==> config.mk <==
export PLATFORM = sky130hd
export DESIGN_NAME = periodic_allocation_advance_top_flat
export DESIGN_NICKNAME = d
export VERILOG_FILES = /design/src/hdl/paa_pkg.sv /design/src/hdl/paa_req_if.sv /design/src/hdl/paa_res_if.sv /design/src/hdl/paa_div.sv /design/src/hdl/periodic_allocation_advance_top.sv /design/src/flat_wrapper.sv
export SDC_FILE = /design/constraint.sdc
export NUM_CORES = 2
export LEC_CHECK = 0
export BUFFER_PORTS_ARGS = -buffer_cell sky130_fd_sc_hd__buf_2
export CORE_MARGIN = 1.5
export CORE_UTILIZATION = 50
export DETAILED_ROUTE_END_ITERATION = 12
export PLACE_DENSITY_LB_ADDON = 0.12
export SYNTH_ARGS = -nofsm -noshare
export SYNTH_HDL_FRONTEND = slang
export SYNTH_SLANG_ARGS = --single-unit
==> constraint.sdc <==
create_clock -name i_clk -period 16.9 [get_ports i_clk]
set_clock_uncertainty 0.05 [all_clocks]
set_input_delay 2.535 -clock i_clk [delete_from_list [all_inputs] [get_ports i_clk]]
set_output_delay 2.535 -clock i_clk [all_outputs]
set_load 0.02 [all_outputs]
==> src/hdl/paa_pkg.sv <==
// Package for periodic allocation advance: status codes, field codes and
// configuration register indexes. No dependencies.
`default_nettype none
package paa_pkg;

    typedef enum logic [3:0] {
        ST_ADVANCED     = 4'd0,
        ST_INACTIVE     = 4'd1,
        ST_BAD_ALLOC    = 4'd2,
        ST_ZERO_LEN     = 4'd3,
        ST_SINGLE_PAST  = 4'd4,
        ST_SINGLE_PEND  = 4'd5,
        ST_ZERO_REPEAT  = 4'd6,
        ST_BAD_REPEAT   = 4'd7,
        ST_ZERO_PERIOD  = 4'd8,
        ST_EXPIRED      = 4'd9
    } t_status;

    localparam logic [1:0] KIND_DOWN    = 2'd0;
    localparam logic [1:0] KIND_UP      = 2'd1;
    localparam logic [1:0] KIND_BIDI    = 2'd2;
    localparam logic [1:0] KIND_INVALID = 2'd3;

    localparam logic [2:0] REP_SINGLE      = 3'd0;
    localparam logic [2:0] REP_FRAMES      = 3'd1;
    localparam logic [2:0] REP_FRAME_GRP   = 3'd2;
    localparam logic [2:0] REP_SUBSLOTS    = 3'd3;
    localparam logic [2:0] REP_SUBSLOT_GRP = 3'd4;
    localparam logic [2:0] REP_RESERVED    = 3'd7;

    localparam logic [1:0] ROLE_FIXED    = 2'd0;
    localparam logic [1:0] ROLE_PORTABLE = 2'd1;

    localparam logic [1:0] CFG_FRAME_TICKS  = 2'd0;
    localparam logic [1:0] CFG_SYMBOL_TICKS = 2'd1;
    localparam logic [1:0] CFG_DEVICE_ROLE  = 2'd2;
    localparam logic [1:0] CFG_ANCHOR       = 2'd3;

    localparam logic [7:0]  VALIDITY_UNLIMITED = 8'hFF;
    localparam logic [31:0] FRAME_UNKNOWN      = 32'hFFFF_FFFF;
    localparam logic [3:0]  MU_MAX             = 4'd7;
    localparam logic [3:0]  SUBSLOT_SYMBOLS    = 4'd10;

endpackage
`default_nettype wire

==> src/hdl/paa_req_if.sv <==
// Request channel interface: one allocation record per transaction.
// No dependencies.
`default_nettype none
interface paa_req_if;
    logic        valid;
    logic        ready;
    logic [63:0] now_time;
    logic [3:0]  mu_code;
    logic        rec_active;
    logic [1:0]  alloc_kind;
    logic [2:0]  repeat_kind;
    logic [7:0]  down_length;
    logic [7:0]  up_length;
    logic [7:0]  repeat_count;
    logic [7:0]  validity_frames;
    logic [31:0] first_frame;
    logic [63:0] next_time;
    logic        init_time_set;

    modport source (output valid, now_time, mu_code, rec_active, alloc_kind, repeat_kind,
                    down_length, up_length, repeat_count, validity_frames, first_frame,
                    next_time, init_time_set, input ready);
    modport sink (input valid, now_time, mu_code, rec_active, alloc_kind, repeat_kind,
                  down_length, up_length, repeat_count, validity_frames, first_frame,
                  next_time, init_time_set, output ready);
endinterface
`default_nettype wire

==> src/hdl/paa_res_if.sv <==
// Result channel interface: one updated record state per transaction.
// Depends on paa_pkg.
`default_nettype none
interface paa_res_if;
    logic               valid;
    logic               ready;
    logic               out_active;
    logic [63:0]        out_next_time;
    paa_pkg::t_status   status;

    modport source (output valid, out_active, out_next_time, status, input ready);
    modport sink (input valid, out_active, out_next_time, status, output ready);
endinterface
`default_nettype wire

==> src/hdl/paa_div.sv <==
// Shared restoring divider, one quotient bit per cycle: 64-bit dividend,
// 32-bit divisor. No dependencies.
`default_nettype none
module paa_div (
    input  wire logic        i_clk,
    input  wire logic        i_rst_n,
    input  wire logic        i_start,
    input  wire logic [63:0] i_dividend,
    input  wire logic [31:0] i_divisor,
    output logic             o_done,
    output logic [63:0]      o_quot,
    output logic [31:0]      o_rem
);
    logic [6:0]  r_cnt;
    logic        r_busy;
    logic        r_done;
    logic [63:0] r_quot;
    logic [31:0] r_rem;
    logic [31:0] r_div;
    logic [32:0] n_trial;
    logic        n_ge;

    always_comb begin
        n_trial = {r_rem, r_quot[63]};
        n_ge    = n_trial >= {1'b0, r_div};
    end

    always_ff @(posedge i_clk) begin
        if (!i_rst_n) begin
            r_busy <= 1'b0;
            r_done <= 1'b0;
            r_cnt  <= '0;
        end else if (i_start) begin
            r_busy <= 1'b1;
            r_done <= 1'b0;
            r_cnt  <= 7'd64;
        end else if (r_busy) begin
            r_cnt <= r_cnt - 7'd1;
            if (r_cnt == 7'd1) begin
                r_busy <= 1'b0;
                r_done <= 1'b1;
            end else begin
                r_done <= 1'b0;
            end
        end else begin
            r_done <= 1'b0;
        end
    end

    always_ff @(posedge i_clk) begin
        if (i_start) begin
            r_quot <= i_dividend;
            r_rem  <= '0;
            r_div  <= i_divisor;
        end else if (r_busy) begin
            r_quot <= {r_quot[62:0], n_ge};
            r_rem  <= n_ge ? 32'(n_trial - {1'b0, r_div}) : n_trial[31:0];
        end
    end

    assign o_done = r_done;
    assign o_quot = r_quot;
    assign o_rem  = r_rem;
endmodule
`default_nettype wire

==> src/hdl/periodic_allocation_advance_top.sv <==
// Periodic allocation advance: sequencer around the shared divider.
// Depends on paa_pkg, paa_req_if, paa_res_if, paa_div.
//
// Usage: i_req carries one allocation record plus the current modem time per
// transaction; o_res returns exactly one transaction with the active flag,
// the next occurrence time and a status code. Configuration (frame ticks,
// symbol ticks, device role, frame-zero anchor) is written through
// i_cfg_we / i_cfg_idx / i_cfg_data; the user must write it only while the
// block is idle, as the block itself does not enforce this.
// Inactive, bad and zero-length records finish without division; a
// repeating record with catch-up and validity check uses two 64-bit
// divisions (catch-up, frame number) on the shared divider. One record is
// processed at a time; i_req.ready is high only while the sequencer waits
// for a record, so the next record is taken at the earliest in the cycle
// after the result is loaded.
// The result sits in an output register: a new record is taken while the
// previous result is still waiting, and the sequencer holds its finished
// result until o_res.ready frees the register.
// Reset (synchronous, active low) restores the configuration defaults,
// idles the sequencer and drops o_res.valid.
`default_nettype none
module periodic_allocation_advance_top (
    input  wire logic   i_clk,
    input  wire logic   i_rst_n,
    paa_req_if.sink     i_req,
    paa_res_if.source   o_res,
    input  wire logic        i_cfg_we,
    input  wire logic [1:0]  i_cfg_idx,
    input  wire logic [63:0] i_cfg_data
);
    import paa_pkg::*;

    typedef enum logic [3:0] {
        S_IDLE, S_PREP, S_CHK, S_DEC, S_DIV1, S_FRM, S_DIV2, S_VAL, S_DONE
    } t_state;

    t_state      r_state;
    logic [23:0] r_frame_ticks;
    logic [15:0] r_symbol_ticks;
    logic [1:0]  r_role;
    logic [63:0] r_anchor;

    logic [63:0] r_now;
    logic [3:0]  r_mu;
    logic        r_act_in;
    logic [1:0]  r_kind;
    logic [2:0]  r_rep;
    logic [7:0]  r_dlen;
    logic [7:0]  r_ulen;
    logic [7:0]  r_rcnt;
    logic [7:0]  r_valid;
    logic [31:0] r_first;
    logic [63:0] r_next;
    logic        r_init;
    logic [19:0] r_sub;
    logic [7:0]  r_len;
    logic [27:0] r_span;
    logic [31:0] r_period;
    logic        r_neg;
    logic [31:0] r_frame;
    logic        r_res_act;
    t_status     r_res_st;

    logic        r_out_valid;
    logic        r_out_act;
    logic [63:0] r_out_next;
    t_status     r_out_st;

    logic        n_div_start;
    logic [63:0] n_div_dividend;
    logic [31:0] n_div_divisor;
    logic        w_div_done;
    logic [63:0] w_div_quot;
    logic [31:0] w_div_rem;

    logic [15:0] n_sym_sh;
    logic        n_rep_frame;
    logic        n_rep_sub;
    logic [63:0] n_diff;
    logic [31:0] n_elapsed;
    logic [31:0] n_q32;

    always_comb begin
        n_sym_sh    = r_symbol_ticks >> r_mu;
        n_rep_frame = (r_rep == REP_FRAMES) || (r_rep == REP_FRAME_GRP);
        n_rep_sub   = (r_rep == REP_SUBSLOTS) || (r_rep == REP_SUBSLOT_GRP);
        n_diff      = r_next - r_anchor;
        n_elapsed   = r_frame - r_first;
        n_q32       = w_div_quot[31:0];
        n_div_start    = 1'b0;
        n_div_dividend = n_diff[63] ? 64'(64'd0 - n_diff) : n_diff;
        n_div_divisor  = {8'd0, r_frame_ticks};
        if (r_state == S_DEC) begin
            n_div_dividend = r_now - r_next;
            n_div_divisor  = r_period;
            n_div_start    = n_rep_frame || n_rep_sub;
            n_div_start    = n_div_start && (r_rcnt != 8'd0) && (r_rep != REP_SINGLE)
                             && (r_period != 32'd0) && !(r_next == 64'd0 && r_init)
                             && (r_next <= r_now);
        end else if (r_state == S_FRM) begin
            n_div_start = (r_valid != VALIDITY_UNLIMITED) && (r_first != FRAME_UNKNOWN)
                          && (r_frame_ticks != 24'd0);
        end
    end

    paa_div u_div (
        .i_clk      (i_clk),
        .i_rst_n    (i_rst_n),
        .i_start    (n_div_start),
        .i_dividend (n_div_dividend),
        .i_divisor  (n_div_divisor),
        .o_done     (w_div_done),
        .o_quot     (w_div_quot),
        .o_rem      (w_div_rem)
    );

    always_ff @(posedge i_clk) begin
        if (!i_rst_n) begin
            r_frame_ticks  <= 24'd691200;
            r_symbol_ticks <= 16'd2880;
            r_role         <= ROLE_FIXED;
            r_anchor       <= '0;
        end else if (i_cfg_we) begin
            unique case (i_cfg_idx)
                CFG_FRAME_TICKS:  r_frame_ticks  <= i_cfg_data[23:0];
                CFG_SYMBOL_TICKS: r_symbol_ticks <= i_cfg_data[15:0];
                CFG_DEVICE_ROLE:  r_role         <= i_cfg_data[1:0];
                CFG_ANCHOR:       r_anchor       <= i_cfg_data;
                default: ;
            endcase
        end
    end

    always_ff @(posedge i_clk) begin
        if (!i_rst_n) begin
            r_state     <= S_IDLE;
            r_out_valid <= 1'b0;
        end else begin
            if (o_res.ready && r_state != S_DONE) begin
                r_out_valid <= 1'b0;
            end
            unique case (r_state)
                S_IDLE: begin
                    if (i_req.valid) begin
                        r_now    <= i_req.now_time;
                        r_mu     <= i_req.mu_code;
                        r_act_in <= i_req.rec_active;
                        r_kind   <= i_req.alloc_kind;
                        r_rep    <= i_req.repeat_kind;
                        r_dlen   <= i_req.down_length;
                        r_ulen   <= i_req.up_length;
                        r_rcnt   <= i_req.repeat_count;
                        r_valid  <= i_req.validity_frames;
                        r_first  <= i_req.first_frame;
                        r_next   <= i_req.next_time;
                        r_init   <= i_req.init_time_set;
                        r_state  <= S_PREP;
                    end
                end
                S_PREP: begin
                    r_sub <= (r_mu > MU_MAX) ? 20'd0
                                             : 20'(n_sym_sh) * 20'(SUBSLOT_SYMBOLS);
                    if (!r_act_in) begin
                        r_res_act <= 1'b0;
                        r_res_st  <= ST_INACTIVE;
                        r_state   <= S_DONE;
                    end else if (r_kind == KIND_DOWN
                                 || (r_kind == KIND_BIDI && r_role == ROLE_FIXED)) begin
                        r_len <= r_dlen;
                        if (r_dlen == 8'd0 && r_rep != REP_SINGLE) begin
                            r_res_act <= 1'b0;
                            r_res_st  <= ST_ZERO_LEN;
                            r_state   <= S_DONE;
                        end else begin
                            r_state   <= S_CHK;
                        end
                    end else if (r_kind == KIND_UP
                                 || (r_kind == KIND_BIDI && r_role == ROLE_PORTABLE)) begin
                        r_len <= r_ulen;
                        if (r_ulen == 8'd0 && r_rep != REP_SINGLE) begin
                            r_res_act <= 1'b0;
                            r_res_st  <= ST_ZERO_LEN;
                            r_state   <= S_DONE;
                        end else begin
                            r_state   <= S_CHK;
                        end
                    end else begin
                        r_res_act <= 1'b0;
                        r_res_st  <= ST_BAD_ALLOC;
                        r_state   <= S_DONE;
                    end
                end
                S_CHK: begin
                    r_span   <= 28'(r_len) * 28'(r_sub);
                    r_period <= n_rep_frame ? 32'(r_rcnt) * 32'(r_frame_ticks)
                                            : 32'(r_rcnt) * 32'(r_sub);
                    r_state  <= S_DEC;
                end
                S_DEC: begin
                    if (r_rep == REP_SINGLE) begin
                        r_state <= S_DONE;
                        if ((64'(r_next + {36'd0, r_span}) < r_now) && (r_next != 64'd0)) begin
                            r_res_act <= 1'b0;
                            r_res_st  <= ST_SINGLE_PAST;
                        end else begin
                            r_res_act <= 1'b1;
                            r_res_st  <= ST_SINGLE_PEND;
                        end
                    end else if (r_rcnt == 8'd0) begin
                        r_res_act <= 1'b0;
                        r_res_st  <= ST_ZERO_REPEAT;
                        r_state   <= S_DONE;
                    end else if (!n_rep_frame && !n_rep_sub) begin
                        r_res_act <= 1'b0;
                        r_res_st  <= ST_BAD_REPEAT;
                        r_state   <= S_DONE;
                    end else if (r_period == 32'd0) begin
                        r_res_act <= 1'b0;
                        r_res_st  <= ST_ZERO_PERIOD;
                        r_state   <= S_DONE;
                    end else if (r_next == 64'd0 && r_init) begin
                        r_next  <= r_now + {32'd0, r_period};
                        r_state <= S_FRM;
                    end else if (r_next <= r_now) begin
                        r_state <= S_DIV1;
                    end else begin
                        r_state <= S_FRM;
                    end
                end
                S_DIV1: begin
                    if (w_div_done) begin
                        r_next <= r_now - {32'd0, w_div_rem}
                                  + ((r_span == 28'd0 || w_div_rem != 32'd0)
                                     ? {32'd0, r_period} : 64'd0);
                        r_state <= S_FRM;
                    end
                end
                S_FRM: begin
                    r_neg <= n_diff[63];
                    if (r_valid == VALIDITY_UNLIMITED || r_first == FRAME_UNKNOWN) begin
                        r_res_act <= 1'b1;
                        r_res_st  <= ST_ADVANCED;
                        r_state   <= S_DONE;
                    end else if (r_frame_ticks == 24'd0) begin
                        r_frame <= FRAME_UNKNOWN;
                        r_state <= S_VAL;
                    end else begin
                        r_state <= S_DIV2;
                    end
                end
                S_DIV2: begin
                    if (w_div_done) begin
                        r_frame <= r_neg ? 32'(32'd0 - n_q32) : n_q32;
                        r_state <= S_VAL;
                    end
                end
                S_VAL: begin
                    if (!n_elapsed[31] && (n_elapsed >= {24'd0, r_valid})) begin
                        r_res_act <= 1'b0;
                        r_res_st  <= ST_EXPIRED;
                    end else begin
                        r_res_act <= 1'b1;
                        r_res_st  <= ST_ADVANCED;
                    end
                    r_state <= S_DONE;
                end
                S_DONE: begin
                    if (!r_out_valid || o_res.ready) begin
                        r_out_valid <= 1'b1;
                        r_out_act   <= r_res_act;
                        r_out_next  <= r_next;
                        r_out_st    <= r_res_st;
                        r_state     <= S_IDLE;
                    end
                end
                default: r_state <= S_IDLE;
            endcase
        end
    end

    assign i_req.ready         = (r_state == S_IDLE);
    assign o_res.valid         = r_out_valid;
    assign o_res.out_active    = r_out_act;
    assign o_res.out_next_time = r_out_next;
    assign o_res.status        = r_out_st;
endmodule
`default_nettype wire

==> src/flat_wrapper.sv <==
// flat-port wrapper written by rule: the top's interface ports become plain ports
module periodic_allocation_advance_top_flat import paa_pkg::*;
  (i_clk, i_rst_n, i_cfg_we, i_cfg_idx, i_cfg_data, i_req_valid, i_req_now_time, i_req_mu_code, i_req_rec_active, i_req_alloc_kind, i_req_repeat_kind, i_req_down_length, i_req_up_length, i_req_repeat_count, i_req_validity_frames, i_req_first_frame, i_req_next_time, i_req_init_time_set, i_req_ready, o_res_valid, o_res_out_active, o_res_out_next_time, o_res_status, o_res_ready);
  paa_req_if i_req_i ();
  paa_res_if o_res_i ();
  input  wire logic i_clk;
  input  wire logic i_rst_n;
  input  wire logic i_cfg_we;
  input  wire logic [1:0] i_cfg_idx;
  input  wire logic [63:0] i_cfg_data;
  input wire logic [$bits(i_req_i.valid)-1:0] i_req_valid;
  input wire logic [$bits(i_req_i.now_time)-1:0] i_req_now_time;
  input wire logic [$bits(i_req_i.mu_code)-1:0] i_req_mu_code;
  input wire logic [$bits(i_req_i.rec_active)-1:0] i_req_rec_active;
  input wire logic [$bits(i_req_i.alloc_kind)-1:0] i_req_alloc_kind;
  input wire logic [$bits(i_req_i.repeat_kind)-1:0] i_req_repeat_kind;
  input wire logic [$bits(i_req_i.down_length)-1:0] i_req_down_length;
  input wire logic [$bits(i_req_i.up_length)-1:0] i_req_up_length;
  input wire logic [$bits(i_req_i.repeat_count)-1:0] i_req_repeat_count;
  input wire logic [$bits(i_req_i.validity_frames)-1:0] i_req_validity_frames;
  input wire logic [$bits(i_req_i.first_frame)-1:0] i_req_first_frame;
  input wire logic [$bits(i_req_i.next_time)-1:0] i_req_next_time;
  input wire logic [$bits(i_req_i.init_time_set)-1:0] i_req_init_time_set;
  output wire logic [$bits(i_req_i.ready)-1:0] i_req_ready;
  output wire logic [$bits(o_res_i.valid)-1:0] o_res_valid;
  output wire logic [$bits(o_res_i.out_active)-1:0] o_res_out_active;
  output wire logic [$bits(o_res_i.out_next_time)-1:0] o_res_out_next_time;
  output wire logic [$bits(o_res_i.status)-1:0] o_res_status;
  input wire logic [$bits(o_res_i.ready)-1:0] o_res_ready;
  assign i_req_i.valid = i_req_valid;
  assign i_req_i.now_time = i_req_now_time;
  assign i_req_i.mu_code = i_req_mu_code;
  assign i_req_i.rec_active = i_req_rec_active;
  assign i_req_i.alloc_kind = i_req_alloc_kind;
  assign i_req_i.repeat_kind = i_req_repeat_kind;
  assign i_req_i.down_length = i_req_down_length;
  assign i_req_i.up_length = i_req_up_length;
  assign i_req_i.repeat_count = i_req_repeat_count;
  assign i_req_i.validity_frames = i_req_validity_frames;
  assign i_req_i.first_frame = i_req_first_frame;
  assign i_req_i.next_time = i_req_next_time;
  assign i_req_i.init_time_set = i_req_init_time_set;
  assign i_req_ready = i_req_i.ready;
  assign o_res_valid = o_res_i.valid;
  assign o_res_out_active = o_res_i.out_active;
  assign o_res_out_next_time = o_res_i.out_next_time;
  assign o_res_status = o_res_i.status;
  assign o_res_i.ready = o_res_ready;
  periodic_allocation_advance_top u_core (.i_clk(i_clk), .i_rst_n(i_rst_n), .i_req(i_req_i), .o_res(o_res_i), .i_cfg_we(i_cfg_we), .i_cfg_idx(i_cfg_idx), .i_cfg_data(i_cfg_data));
endmodule
==> flow_summary.yaml <==
synthesis:
  synth_top_family_by_area: "adder cells"
  yosysTopAreaCell: "edfxtp_1"
  synth-edff-count: 492
  synth_compound_area_frac: 0.178
  synthTopCellsByArea: "edfxtp_1, fa_1, ha_1"
  async_flop_share: 0
  yosysSeqAreaShare: 0.277
  synth-simple-area-share: 0.177
  synth-adder-area-share: 0.232
  synth_top_area_share: 0.230
  yosysMostFrequentCell: "nand2_1"
  ys_types: 115
  synth-main-ff-cell: "edfxtp_1"
  ys_seq_elements: 644
  synthTopCellsByCount: "nand2_1, inv_1, ha_1"
  synth.avg_cell_area_sq_um: 8.79
  ys.warnings.count: 0
  synth_mux_area_frac: 0.0106
  synth_area_sq_mm: 0.0643
  syn_nets: 8552
  synthXorXnorAreaFrac: 0.0621
  synth_cells: 7310
clock_network:
  clk_pin_slew_ns: 0.06
  clk_latency_ns: 0.71
  cts_tree: "built"
  cts_hold_buf: 0
  cts_setup_buffers: 0
  cts-root-buf: "clkbuf_16"
  cts_resized: 0
  clk_path_buf_depth: 3
  htree_num_levels: 3
  numCtsBuffers: 81
  cts_sinks: 644
setup_path:
  required_ns: 17.28
  r2r_end: "u_core.r_next[62]"
  r2r_slack_ns: 9.48
  cp-start-kind: "register"
  reg2reg_from: "u_core.r_span[2]"
  worstRegToRegCells: 23
  crit_type: "register to register"
  endpoint_kind: "register"
  worstPathMaxFanout: 17
  cp.arrival_ns: 7.80
placement:
  numPortBuffers: 344
  gp_congestion: 0.993
  place_hpwl_microns: 179000
floorplan:
  die_h_microns: 362
  initial_core_util: 0.504
  core_sq_mm: 0.128
  dieArea_sq_mm: 0.131
  num_rows: 131
  io_pins: 345
  die_w_microns: 362
cells_and_area:
  n_fill_cell: 11900
  areaGrowthSynthToFinish_pct: 9.07
  layout-drive-gt1-share: 0.0875
  nNetsFinal: 8741
  fin_util: 0.550
grt:
  grt_pass1_vias: 53600
  antenna_found_initial: 6
  grt-ovfl-total: 0
  grt_max_degree: 77
  track_usage: 0.342
  grt_pass1_wl_microns: 336000
sta:
  tns_ns: 0
  max_freq_mhz: 135
  finalHoldViolations: 0
  maxSlewHeadroom: 0.214
  period_needed_ns: 7.42
  setup_viol: 0
  worst_pin_slew_ns: 1.17
  holdWs_ns: 0.413
  drv_slew: 0
  period_share: 0.439
  rsz0062_at_grt: "false"
route:
  firstDrtPassIters: 6
  via_count: 55500
  wl_per_cell_microns: 24.6
  drc_errors: 0
  drt_iter0_markers: 5246
  ant_nets: 0
  vias_per_cell: 6.01
  routed_wl_microns: 227000
worst_hold_path:
  hold_class: "register to register"
  min_to: "u_core.r_anchor[37]"
  min_from: "u_core.r_anchor[37]"
  hold_depth: 2
power:
  p_per_area_mw_per_mm2: 120
  peakVddDrop_uv: 154
  p_total_mw: 8.44
  p_leak_nw: 30.1
run:
  drv_cap: 0
run_status:
  status: "finished, final reports clean"
==> layer usage <==
metal | share of wire | track usage
met3 | 0.077 | 0.0565
met5 | 0.00025 | 0
met2 | 0.45 | 0.545
met4 | 0.053 | 0.155
met1 | 0.42 | 0.457
==> power breakdown <==
part	internal, mW	switching (mW)
combinational	1.72	2.78
sequential	1.90	0.233
clock	1.03	0.777
total	4.65	3.79
==> area by class of cell <==
class	count	area, sq um	area share
clock inverter	44	499	0.00712
tap	1662	2080	0.0297
sequential	644	17800	0.254
clock buffer	108	2230	0.0318
multi-input combinational	5624	42500	0.607
antenna	1	2.50	0.0000357
inverter	752	2830	0.0403
timing repair buffer	396	2110	0.0302
==> cell usage in the layout, fill, tap and decap left out, drive strengths merged, types with 19 or more instances in the layout <==
| master | count |
|---|---|
| a211oi | 60 |
| a21boi | 128 |
| a21o | 201 |
| a21oi | 499 |
| a22oi | 45 |
| a31oi | 65 |
| and2 | 258 |
| and3 | 81 |
| buf | 396 |
| clkbuf | 108 |
| clkinv | 28 |
| dfxtp | 152 |
| edfxtp | 492 |
| fa | 375 |
| ha | 593 |
| inv | 757 |
| mux2i | 43 |
| nand2 | 957 |
| nand2b | 71 |
| nand3 | 138 |
| nand4 | 84 |
| nor2 | 387 |
| nor2b | 76 |
| nor3 | 97 |
| nor4 | 80 |
| o211ai | 33 |
| o21a | 45 |
| o21ai | 404 |
| o21bai | 68 |
| o221ai | 19 |
| o31ai | 31 |
| or2 | 24 |
| or3 | 49 |
| xnor2 | 299 |
| xor2 | 157 |
==> worst max-delay path, cell delays in order (launching register included) <==
cell and delay [ns]:
edfxtp_1 0.45, nor4_1 0.43, nand4_1 0.18, o21ai_2 0.71, buf_4 0.37, nand2_1 0.11, fa_1 0.50, inv_1 0.06
fa_1 0.40, a21o_1 0.21, a21oi_2 0.23, o21ai_1 0.13, a2111oi_2 0.49, nor4b_1 0.13, buf_4 0.18, o21a_1 0.25
o311ai_1 0.50, a21oi_1 0.28, a21boi_1 0.32, o21ai_0 0.15, a311oi_1 0.55, a21oi_1 0.17, xnor2_1 0.17, o221ai_1 0.12
==> cells by family after synthesis <==
group	count (synthesis)
buffers and inverters	1042
and+or+nand+nor	2368
DFF	644
AOI/OAI and AO/OA	1769
xor gates and xnor gates	456
muxes	63
adders and majority gates	968
==> state kept, by name (all words and copies together), names as in the netlist, 16 cells and up <==
name / cells
u_core.r_period: 32
u_core.o_res.out_next_time: 64
u_core.r_first: 32
u_core.r_next: 64
u_core.u_div.r_div: 32
u_core.r_frame_ticks: 24
u_core.u_div.o_rem: 32
u_core.r_frame: 32
u_core.r_span: 27
u_core.r_anchor: 64
u_core.r_sub: 19
u_core.r_symbol_ticks: 16
u_core.u_div.o_quot: 64
u_core.r_now: 64
==> worst max path at each step <==
stage | endpoint | start | cells past startpoint | slack [ns]
final | u_core.r_next[62] | u_core.r_span[2] | 23 | 9.48
after global placement | u_core.r_next[62] | u_core.r_span[2] | 23 | 9.63
after global routing | u_core.r_next[62] | u_core.r_span[2] | 23 | 9.22
after CTS | u_core.r_next[62] | u_core.r_span[2] | 23 | 9.58
after floorplan | u_core.r_next[0] | i_rst_n | 3 | 8.61
after detailed placement | u_core.r_next[62] | u_core.r_span[2] | 23 | 9.61
==> stage by stage <==
| step | std cells | cell area (sq um) | setup WS (ns) |
|---|---|---|---|
| floorplan | 7310 | 64300 | 8.61 |
| global placement | 9078 | 67400 | 9.63 |
| detailed placement | 9078 | 67400 | 9.61 |
| CTS | 9230 | 70100 | 9.58 |
| global route | 9230 | 70100 | 9.22 |
| finish | 9231 | 70100 | 9.48 |
Note: power is estimated with default switching activity, not from simulation.
